--- src/rtl/dual_channel_moving_average_alarm_top_macros.svh ---
// Assertion macros shared by the moving-average alarm RTL.
// Included by the controller and datapath; no other dependencies.
`ifndef DUAL_CHANNEL_MOVING_AVERAGE_ALARM_TOP_MACROS_SVH
`define DUAL_CHANNEL_MOVING_AVERAGE_ALARM_TOP_MACROS_SVH

// Same-cycle implication, disabled during reset.
`define DCMAA_ASSERT_NOW(label, clk, rst, ante, cons) \
   label: assert property (@(posedge clk) disable iff (rst) (ante) |-> (cons)) \
      else $error("dcmaa assertion failed");

// Next-cycle implication, disabled during reset.
`define DCMAA_ASSERT_NEXT(label, clk, rst, ante, cons) \
   label: assert property (@(posedge clk) disable iff (rst) (ante) |=> (cons)) \
      else $error("dcmaa assertion failed");

`endif

--- src/rtl/dcmaa_pkg.sv ---
// Shared types and constants for the dual-channel moving-average alarm.
// No dependencies; imported by the controller, datapath and top level.
`timescale 1ns / 1ps

package dcmaa_pkg;

   localparam int SAMPLE_W          = 16;
   localparam int DIV_BITS          = 5;   // quotient bits resolved per divide cycle
   localparam int REQ_TDATA_W       = 32;
   localparam int RSP_TDATA_W       = 48;
   localparam logic signed [SAMPLE_W-1:0] THRESHOLD_RESET = 16'sd300;
   localparam logic [SAMPLE_W-1:0]        ALARM_COUNT_MAX = 16'hFFFF;

   typedef enum logic [1:0] {
      ST_IDLE,
      ST_UPDATE,
      ST_DIVIDE,
      ST_FINISH
   } state_type;

   typedef struct packed {
      logic load;      // capture the samples, read the oldest ring entry
      logic update;    // update running sums, write the ring, start divide
      logic div_step;  // advance the divider by one step
      logic finish;    // sign-fix, compare, count, load the result register
   } cmd_type;

   typedef struct packed {
      logic div_last;  // divider is on its final step
   } status_type;

endpackage

--- src/rtl/dcmaa_ram.sv ---
// Generic single-write, single-read RAM with registered read data.
// No dependencies.
`timescale 1ns / 1ps

module dcmaa_ram #(
   parameter int WIDTH = 32,
   parameter int DEPTH = 5
) (
   input  logic                     clock,
   input  logic                     wr_en,
   input  logic [$clog2(DEPTH)-1:0] wr_addr,
   input  logic [WIDTH-1:0]         wr_data,
   input  logic                     rd_en,
   input  logic [$clog2(DEPTH)-1:0] rd_addr,
   output logic [WIDTH-1:0]         rd_data
);

   logic [WIDTH-1:0] mem_ff [DEPTH];
   logic [WIDTH-1:0] rd_data_ff;

   always_ff @(posedge clock) begin
      if (wr_en) begin
         mem_ff[wr_addr] <= wr_data;
      end
      if (rd_en) begin
         rd_data_ff <= mem_ff[rd_addr];
      end
   end

   assign rd_data = rd_data_ff;

endmodule

--- src/rtl/dcmaa_datapath.sv ---
// Datapath: shared sample ring, running sums, radix-32 divider, alarm logic, result register.
// Depends on dcmaa_pkg, dcmaa_ram and the assertion macro header.
`timescale 1ns / 1ps
`include "dual_channel_moving_average_alarm_top_macros.svh"

module dcmaa_datapath #(
   parameter int WINDOW = 5
) (
   input  logic                        clock,
   input  logic                        reset,
   input  dcmaa_pkg::cmd_type          cmd,
   output dcmaa_pkg::status_type       status,
   input  logic signed [15:0]          sample_temperature,
   input  logic [15:0]                 sample_humidity,
   input  logic                        csr_wen,
   input  logic [15:0]                 csr_wdata,
   output logic signed [15:0]          avg_temperature,
   output logic [15:0]                 avg_humidity,
   output logic                        over_temperature,
   output logic [15:0]                 alarm_total
);

   import dcmaa_pkg::*;

   localparam int PTR_W     = $clog2(WINDOW);
   localparam int CNT_W     = $clog2(WINDOW + 1);
   localparam int SUM_W     = SAMPLE_W + $clog2(WINDOW);
   localparam int DIV_STEPS = (SUM_W + DIV_BITS - 1) / DIV_BITS;
   localparam int QUO_W     = DIV_STEPS * DIV_BITS;
   localparam int STEP_W    = $clog2(DIV_STEPS);
   localparam logic [PTR_W-1:0]  LAST_POS  = PTR_W'(WINDOW - 1);
   localparam logic [CNT_W-1:0]  FULL_CNT  = CNT_W'(WINDOW);
   localparam logic [STEP_W-1:0] LAST_STEP = STEP_W'(DIV_STEPS - 1);

   // One divider step: DIV_BITS restoring iterations on a narrow remainder.
   function automatic logic [CNT_W+QUO_W-1:0] div_step_f(
      input logic [CNT_W-1:0] rem,
      input logic [QUO_W-1:0] quo,
      input logic [CNT_W-1:0] den
   );
      logic [CNT_W:0]   trial;
      logic [CNT_W-1:0] r;
      logic [QUO_W-1:0] q;
      r = rem;
      q = quo;
      for (int j = 0; j < DIV_BITS; j++) begin
         trial = {r, q[QUO_W-1]};
         q = {q[QUO_W-2:0], 1'b0};
         if (trial >= {1'b0, den}) begin
            trial = trial - {1'b0, den};
            q[0] = 1'b1;
         end
         r = trial[CNT_W-1:0];
      end
      return {r, q};
   endfunction

   // Registers
   logic signed [SAMPLE_W-1:0] samp_t_ff;
   logic [SAMPLE_W-1:0]        samp_h_ff;
   logic [PTR_W-1:0]           wr_pos_ff, wr_pos_in;
   logic [CNT_W-1:0]           fill_ff, fill_in;
   logic signed [SUM_W-1:0]    sum_t_ff, sum_t_in;
   logic [SUM_W-1:0]           sum_h_ff, sum_h_in;
   logic signed [SAMPLE_W-1:0] thresh_ff;
   logic [SAMPLE_W-1:0]        alarm_ff, alarm_in;
   logic [CNT_W-1:0]           den_ff;
   logic [QUO_W-1:0]           quo_t_ff, quo_h_ff;
   logic [CNT_W-1:0]           rem_t_ff, rem_h_ff;
   logic                       neg_ff;
   logic [STEP_W-1:0]          step_ff;
   logic signed [SAMPLE_W-1:0] avg_t_ff;
   logic [SAMPLE_W-1:0]        avg_h_ff;
   logic                       over_ff;
   logic [SAMPLE_W-1:0]        alarm_out_ff;

   logic [2*SAMPLE_W-1:0]      ram_rd_data;
   logic signed [SAMPLE_W-1:0] old_t;
   logic [SAMPLE_W-1:0]        old_h;
   logic                       full;
   logic [SUM_W-1:0]           abs_t;
   logic [CNT_W-1:0]           den_in;
   logic [CNT_W+QUO_W-1:0]     step_t, step_h;
   logic signed [SAMPLE_W-1:0] avg_t_in;
   logic                       over_in;

   dcmaa_ram #(
      .WIDTH (2 * SAMPLE_W),
      .DEPTH (WINDOW)
   ) u_ring (
      .clock   (clock),
      .wr_en   (cmd.update),
      .wr_addr (wr_pos_ff),
      .wr_data ({samp_h_ff, samp_t_ff}),
      .rd_en   (cmd.load),
      .rd_addr (wr_pos_ff),
      .rd_data (ram_rd_data)
   );

   assign old_t = ram_rd_data[SAMPLE_W-1:0];
   assign old_h = ram_rd_data[2*SAMPLE_W-1:SAMPLE_W];
   assign full  = (fill_ff == FULL_CNT);

   always_comb begin
      // drop the oldest entry only once the ring has wrapped
      sum_t_in = sum_t_ff + SUM_W'(samp_t_ff);
      sum_h_in = sum_h_ff + SUM_W'(samp_h_ff);
      if (full) begin
         sum_t_in = sum_t_in - SUM_W'(old_t);
         sum_h_in = sum_h_in - SUM_W'(old_h);
      end
      abs_t     = sum_t_in[SUM_W-1] ? SUM_W'(-sum_t_in) : SUM_W'(sum_t_in);
      wr_pos_in = (wr_pos_ff == LAST_POS) ? '0 : wr_pos_ff + 1'b1;
      fill_in   = full ? fill_ff : fill_ff + 1'b1;
      den_in    = fill_in;
   end

   assign step_t = div_step_f(rem_t_ff, quo_t_ff, den_ff);
   assign step_h = div_step_f(rem_h_ff, quo_h_ff, den_ff);

   always_comb begin
      avg_t_in = neg_ff ? -$signed(quo_t_ff[SAMPLE_W-1:0]) : $signed(quo_t_ff[SAMPLE_W-1:0]);
      over_in  = (avg_t_in > thresh_ff);
      alarm_in = alarm_ff;
      if (over_in && (alarm_ff != ALARM_COUNT_MAX)) begin
         alarm_in = alarm_ff + 1'b1;
      end
   end

   assign status.div_last = (step_ff == LAST_STEP);

   // Control state
   always_ff @(posedge clock) begin
      if (reset) begin
         wr_pos_ff <= '0;
         fill_ff   <= '0;
         sum_t_ff  <= '0;
         sum_h_ff  <= '0;
         thresh_ff <= THRESHOLD_RESET;
         alarm_ff  <= '0;
         step_ff   <= '0;
      end else begin
         if (csr_wen) begin
            thresh_ff <= csr_wdata;
         end
         if (cmd.update) begin
            wr_pos_ff <= wr_pos_in;
            fill_ff   <= fill_in;
            sum_t_ff  <= sum_t_in;
            sum_h_ff  <= sum_h_in;
            step_ff   <= '0;
         end else if (cmd.div_step) begin
            step_ff <= step_ff + 1'b1;
         end
         if (cmd.finish) begin
            alarm_ff <= alarm_in;
         end
      end
   end

   // Payload
   always_ff @(posedge clock) begin
      if (cmd.load) begin
         samp_t_ff <= sample_temperature;
         samp_h_ff <= sample_humidity;
      end
      if (cmd.update) begin
         den_ff   <= den_in;
         neg_ff   <= sum_t_in[SUM_W-1];
         quo_t_ff <= QUO_W'(abs_t);
         quo_h_ff <= QUO_W'(sum_h_in);
         rem_t_ff <= '0;
         rem_h_ff <= '0;
      end else if (cmd.div_step) begin
         {rem_t_ff, quo_t_ff} <= step_t;
         {rem_h_ff, quo_h_ff} <= step_h;
      end
      if (cmd.finish) begin
         avg_t_ff     <= avg_t_in;
         avg_h_ff     <= quo_h_ff[SAMPLE_W-1:0];
         over_ff      <= over_in;
         alarm_out_ff <= alarm_in;
      end
   end

   assign avg_temperature  = avg_t_ff;
   assign avg_humidity     = avg_h_ff;
   assign over_temperature = over_ff;
   assign alarm_total      = alarm_out_ff;

   `DCMAA_ASSERT_NOW(a_fill_bound, clock, reset, 1'b1, fill_ff <= FULL_CNT)
   `DCMAA_ASSERT_NOW(a_pos_bound, clock, reset, 1'b1, wr_pos_ff <= LAST_POS)
   `DCMAA_ASSERT_NEXT(a_alarm_monotonic, clock, reset, 1'b1, alarm_ff >= $past(alarm_ff))

endmodule

--- src/rtl/dcmaa_controller.sv ---
// Controller: sequences load, update, divide and finish; owns the stream handshakes.
// Depends on dcmaa_pkg and the assertion macro header.
`timescale 1ns / 1ps
`include "dual_channel_moving_average_alarm_top_macros.svh"

module dcmaa_controller (
   input  logic                   clock,
   input  logic                   reset,
   input  logic                   req_tvalid,
   output logic                   req_tready,
   output logic                   rsp_tvalid,
   input  logic                   rsp_tready,
   output dcmaa_pkg::cmd_type     cmd,
   input  dcmaa_pkg::status_type  status
);

   import dcmaa_pkg::*;

   state_type state_ff, state_in;
   logic      rsp_valid_ff, rsp_valid_in;

   always_ff @(posedge clock) begin
      if (reset) begin
         state_ff     <= ST_IDLE;
         rsp_valid_ff <= 1'b0;
      end else begin
         state_ff     <= state_in;
         rsp_valid_ff <= rsp_valid_in;
      end
   end

   always_comb begin
      state_in   = state_ff;
      cmd        = '0;
      req_tready = 1'b0;
      case (state_ff)
         ST_IDLE: begin
            req_tready = 1'b1;
            if (req_tvalid) begin
               cmd.load = 1'b1;
               state_in = ST_UPDATE;
            end
         end
         ST_UPDATE: begin
            cmd.update = 1'b1;
            state_in   = ST_DIVIDE;
         end
         ST_DIVIDE: begin
            cmd.div_step = 1'b1;
            if (status.div_last) begin
               state_in = ST_FINISH;
            end
         end
         ST_FINISH: begin
            // hold until the result register is free or being drained
            if (!rsp_valid_ff || rsp_tready) begin
               cmd.finish = 1'b1;
               state_in   = ST_IDLE;
            end
         end
         default: begin
            state_in = ST_IDLE;
         end
      endcase
      rsp_valid_in = cmd.finish ? 1'b1 : (rsp_tready ? 1'b0 : rsp_valid_ff);
   end

   assign rsp_tvalid = rsp_valid_ff;

   `DCMAA_ASSERT_NOW(a_finish_slot_free, clock, reset, cmd.finish, !rsp_valid_ff || rsp_tready)
   `DCMAA_ASSERT_NEXT(a_accept_to_update, clock, reset, req_tvalid && req_tready, state_ff == ST_UPDATE)
   `DCMAA_ASSERT_NEXT(a_finish_sets_valid, clock, reset, cmd.finish, rsp_valid_ff)

endmodule

--- src/rtl/dual_channel_moving_average_alarm_top.sv ---
// Top level of the dual-channel moving-average alarm.
// Depends on dcmaa_pkg, dcmaa_controller and dcmaa_datapath.
//
// Usage:
//   req channel: one transaction carries a signed temperature and an unsigned
//   humidity sample. rsp channel: one transaction per request with both
//   channel means, the over-temperature flag and the saturating alarm count.
//   csr port: csr_wen writes the signed alarm threshold (reset value 300);
//   write it only while no request is in flight.
// Sequence:
//   An accepted item passes through the update state, in which the running
//   sums are updated, the divide state and the finish state, which loads the
//   result register. The divider resolves five quotient bits per cycle for
//   both channels. The accepting cycle is a state of its own, and a new
//   request is taken only once the block is back in idle after the finish state.
// Reset: synchronous; clears the ring position, fill count, running sums and
//   alarm count, and loads the threshold with 300. Ring contents stay as is.
// Stall: a finished result waits in the output register; the next request is
//   still accepted and processed, and holds in its last step until the output
//   register is taken.
`timescale 1ns / 1ps

module dual_channel_moving_average_alarm_top #(
   parameter int WINDOW = 5
) (
   input  logic        clock,
   input  logic        reset,
   // req_tdata: [15:0] sample_temperature, [31:16] sample_humidity
   input  logic        req_tvalid,
   output logic        req_tready,
   input  logic [31:0] req_tdata,
   // rsp_tdata: [15:0] avg_temperature, [31:16] avg_humidity, [47:32] alarm_total
   output logic        rsp_tvalid,
   input  logic        rsp_tready,
   output logic [47:0] rsp_tdata,
   // rsp_tuser: [0] over_temperature
   output logic        rsp_tuser,
   input  logic        csr_wen,
   input  logic [15:0] csr_wdata
);

   import dcmaa_pkg::*;

   cmd_type            cmd;
   status_type         status;
   logic signed [15:0] avg_t;
   logic [15:0]        avg_h;
   logic [15:0]        alarm_cnt;

   dcmaa_controller u_ctrl (
      .clock      (clock),
      .reset      (reset),
      .req_tvalid (req_tvalid),
      .req_tready (req_tready),
      .rsp_tvalid (rsp_tvalid),
      .rsp_tready (rsp_tready),
      .cmd        (cmd),
      .status     (status)
   );

   dcmaa_datapath #(
      .WINDOW (WINDOW)
   ) u_dp (
      .clock              (clock),
      .reset              (reset),
      .cmd                (cmd),
      .status             (status),
      .sample_temperature (req_tdata[15:0]),
      .sample_humidity    (req_tdata[31:16]),
      .csr_wen            (csr_wen),
      .csr_wdata          (csr_wdata),
      .avg_temperature    (avg_t),
      .avg_humidity       (avg_h),
      .over_temperature   (rsp_tuser),
      .alarm_total        (alarm_cnt)
   );

   assign rsp_tdata = {alarm_cnt, avg_h, avg_t};

endmodule
--- config.mk ---
export PLATFORM = sky130hd
export DESIGN_NAME = dual_channel_moving_average_alarm_top
export DESIGN_NICKNAME = d
export VERILOG_FILES = /design/src/rtl/dcmaa_pkg.sv /design/src/rtl/dcmaa_ram.sv /design/src/rtl/dcmaa_datapath.sv /design/src/rtl/dcmaa_controller.sv /design/src/rtl/dual_channel_moving_average_alarm_top.sv
export VERILOG_INCLUDE_DIRS = /design/src /design/src/rtl
export SDC_FILE = /design/constraint.sdc
export NUM_CORES = 1
export LEC_CHECK = 0
export BUFFER_PORTS_ARGS = -buffer_cell sky130_fd_sc_hd__buf_2
export CELL_PAD_IN_SITES_DETAIL_PLACEMENT = 1
export CELL_PAD_IN_SITES_GLOBAL_PLACEMENT = 2
export CORE_ASPECT_RATIO = 0.7
export CORE_UTILIZATION = 25
export CTS_BUF_LIST = sky130_fd_sc_hd__clkbuf_8
export DETAILED_ROUTE_END_ITERATION = 10
export PLACE_DENSITY = 0.5
export RECOVER_POWER = 100
export SLEW_MARGIN = 20
export SYNTH_ARGS = -nofsm -noshare
export SYNTH_HDL_FRONTEND = slang
export SYNTH_HIERARCHICAL = 1
export SYNTH_SLANG_ARGS = --single-unit
--- constraint.sdc ---
create_clock -name clock -period 7.9 [get_ports clock]
set_input_delay 0 -clock clock [delete_from_list [all_inputs] [get_ports clock]]
set_output_delay 0 -clock clock [all_outputs]
set_load 0.01 [all_outputs]
==> impl_metrics.json <==
{
  "outcome": "complete, but fails checks",
  "violations": "max-capacitance violations, max-slew violations",
  "grt.busiest_layer": "met2",
  "nFillCells": 9489,
  "nNetsFinal": 2356,
  "grt-ovfl-total": 0,
  "mostFrequentLayoutCell": "edfxtp_1",
  "area_delta_synth_final_pct": 19.8,
  "antenna_found_initial": 3,
  "post-route-min-period_ps": 7200,
  "critPathMaxFanout": 9,
  "p_seq_share_pct": 26.8,
  "cts-root-buf": "clkbuf_8",
  "grtUsageMet2_pct": 23.4,
  "drc": 0,
  "yosysWarnings": 6,
  "antenna_left": 0,
  "fp.coreArea_um2": 84900,
  "crit_path_end_kind": "register",
  "vias_per_cell": 4.68,
  "peakVddDrop_uv": 234,
  "dieArea_um2": 87600,
  "async_flop_share_pct": 0,
  "fmax_mhz": 139,
  "place_inst": 3106,
  "use_met3_pct": 3.07,
  "syn_area_um2": 21600,
  "stdcell_count": 3363,
  "wl_per_cell_um": 19.5,
  "fin_crit_sh_pct": 91.2,
  "powerDensity_nw_per_um2": 500,
  "maxCapViolations": 14,
  "layout_common_cells": "edfxtp_1, nor2_1, inv_1",
  "p_int_w": 0.00712,
  "io_buffer_count": 103,
  "clockBufferDepth": 3,
  "std_cell_rows": 89,
  "finalHoldViolations": 0,
  "grtUsageMet1_pct": 21.4,
  "synth_ff_type": "edfxtp_1",
  "setup_ws_ps": 695,
  "synth_nets": 2107,
  "ys_ff_latch": 404,
  "dpl_worst_slack_ps": 604,
  "cts_resized": 0,
  "finalSetupViolCount": 0,
  "rsz0062_at_grt": "no",
  "worstHoldPathType": "input pin to register",
  "leakage_nw": 9.75,
  "insertion_delay_ps": 710,
  "crit_required_ps": 8350,
  "final.setup.tns_ps": 0,
  "worst_path_most_repeated_cell": "nand2_1",
  "wl_mm": 65.6,
  "syn_inst": 1914,
  "synth_edf_count": 315,
  "grt_first_pass_wirelength_mm": 101,
  "ios": 104,
  "r2r_setup_slack_ps": 700,
  "maxSlewViolCount": 525,
  "vias": 15743,
  "dr.pass1.iters": 5,
  "h-tree-depth": 3,
  "comb_power_share_pct": 56.7,
  "drive_above_1_share_pct": 9.35,
  "startpoint_type": "register",
  "place_area_um2": 23400,
  "cp.arrival_ps": 7660,
  "gp_congestion": 0.759,
  "cts_inserted_buffers": 74,
  "syn_avg_cell_area_um2": 11.3,
  "synth.distinct_cells": 88,
  "cpPeakStageDelay_ps": 520,
  "slew-limit-headroom_pct": -176,
  "ys_seq_area_share_pct": 52.1,
  "clkTransAtPathRegs_ps": 70,
  "drt_iter0_markers": 594,
  "netSwitchingFraction_pct": 44.9,
  "cts.sinks": 404,
  "grt_pass1_vias": 16663,
  "pwr-share-clk_pct": 16.6,
  "regArea_um2": 11200,
  "finClkSkew_ps": 44.7,
  "critPathKind": "register to register",
  "p_switching_w": 0.00581,
  "cp_slowest_cell": "o31ai_1",
  "multi_input_area_um2": 9320,
  "post-dp-hpwl_mm": 44.8,
  "cts_tree": "yes",
  "tightestPinTransition_ps": 4150,
  "start_util_pct": 25.4,
  "grt_max_degree": 61,
  "dieHeight_um": 248,
  "grtUsageTotal_pct": 15.1,
  "final_area_um2": 25900,
  "fp.dieW_um": 353
}
through the flow:
stage | hold WS (ps) | total power, W | utilization [%]
after floorplan | 72.4 | 0.00882 | -
after global placement | 176 | 0.0107 | 27.6
after detailed placement | 179 | 0.0109 | 27.6
after CTS | 195 | 0.0132 | 30.8
after global routing | 250 | 0.0141 | 30.5
final | 312 | 0.0129 | 30.5
power groups by stage:
stage | Clock, W | Combinational, W | Sequential [W]
finish | 0.00214 | 0.00733 | 0.00346
global route | 0.00234 | 0.00823 | 0.00354
CTS | 0.00225 | 0.00750 | 0.00345
detailed placement | 0 | 0.00741 | 0.00349
global placement | 0 | 0.00725 | 0.00348
floorplan | 0 | 0.00552 | 0.00330
final timing paths:
| check | depth (start not counted) | endpoint | start |
|---|---|---|---|
| setup / recovery | 31 | u_dp/quo_t_ff[0]$_DFFE_PP_ | u_dp/den_ff[0]$_DFFE_PP_ |
| setup reg to reg | 31 | u_dp/quo_t_ff[0]$_DFFE_PP_ | u_dp/den_ff[0]$_DFFE_PP_ |
| hold / removal | 5 | u_ctrl/rsp_tvalid$_SDFFE_PP0P_ | rsp_tready |
| hold reg to reg | 0 | u_dp/avg_humidity[15]$_DFFE_PP_ | u_dp/quo_h_ff[15]$_DFFE_PP_ |
critical path, delay by kind of cell, from the launching register on:
family	cells	cell delay, ps
compound gates	11	2940
fa+ha+maj	6	1920
simple gates	8	870
buf+inv	5	570
flops	1	350
mux	1	300
registers in the layout (all words and copies together), names as in the netlist, 16 cells and up:
signal	cells
u_dp/alarm_ff	16
u_dp/alarm_total	16
u_dp/avg_humidity	16
u_dp/avg_temperature	16
u_dp/quo_h_ff	20
u_dp/quo_t_ff	20
u_dp/samp_h_ff	16
u_dp/samp_t_ff	16
u_dp/sum_h_ff	19
u_dp/sum_t_ff	19
u_dp/thresh_ff	16
u_dp/u_ring/mem_ff	160
u_dp/u_ring/rd_data	32
cells in the mapped netlist, types with 6 or more instances:
cell | instances | area, um2
edfxtp_1 | 315 | 9460
nor2_1 | 166 | 623
inv_1 | 139 | 522
ha_1 | 126 | 1580
nand2_1 | 105 | 394
dfxtp_1 | 89 | 1780
mux2i_1 | 75 | 751
a21oi_1 | 73 | 365
xnor2_1 | 73 | 639
nor3_1 | 69 | 345
a211oi_1 | 62 | 465
o21ai_0 | 48 | 240
nor2b_1 | 47 | 294
clkbuf_1 | 46 | 173
nand3_1 | 41 | 205
xor2_1 | 36 | 315
a21o_1 | 30 | 225
and3_1 | 23 | 144
a221oi_1 | 22 | 193
nand4_1 | 21 | 131
o21a_1 | 21 | 158
nand2b_1 | 17 | 106
fa_1 | 14 | 280
o211ai_1 | 14 | 105
o31ai_1 | 14 | 105
a221oi_2 | 13 | 195
and2_1 | 11 | 68.8
nor4_1 | 11 | 68.8
mux2_2 | 10 | 113
nor3b_1 | 10 | 75.1
or3_1 | 10 | 62.6
a31oi_1 | 9 | 56.3
buf_1 | 8 | 30.0
buf_2 | 8 | 40.0
o21bai_1 | 8 | 60.1
buf_6 | 7 | 78.8
a2111oi_0 | 6 | 52.6
a221o_1 | 6 | 60.1
cell families (layout without fill, tap and decap cells):
kind of cell             after synthesis  count (layout)  synth area share (%)
AND/OR/NAND/NOR                      561             561                  12.8
flip-flops                           404             404                  52.1
AO/OA/AOI/OAI                        394             394                  13.6
buffers and inverters                219             529                  4.38
adder cells (fa/ha/maj)              140             140                  8.60
XOR/XNOR                             109             109                  4.42
multiplexers                          87              87                  4.12
other                                  0               2                     0
repair_timing:
action | 4_1_cts | 5_1_grt
hold buffers | 118 | 0
hold endpoints to repair | 80 | 0
buffers inserted | 0 | 0
final cells by class:
class                      count  share of cell area, %
sequential                   404                   43.5
multi-input combinational   1291                   36.1
timing repair buffer         250                   6.89
tap                         1137                   5.50
clock buffer                  82                   4.36
inverter                     142                   2.06
clock inverter                55                   1.62
antenna                        2                 0.0194
routing by layer:
layer | part of all wire (%) | vias up
met1 | 51 | 7880
met5 | 0.023 | -
li1 | - | 7602
met3 | 3.1 | 75
met4 | 1.6 | 4
met2 | 44 | 182
(Power assumes the default switching activity.)
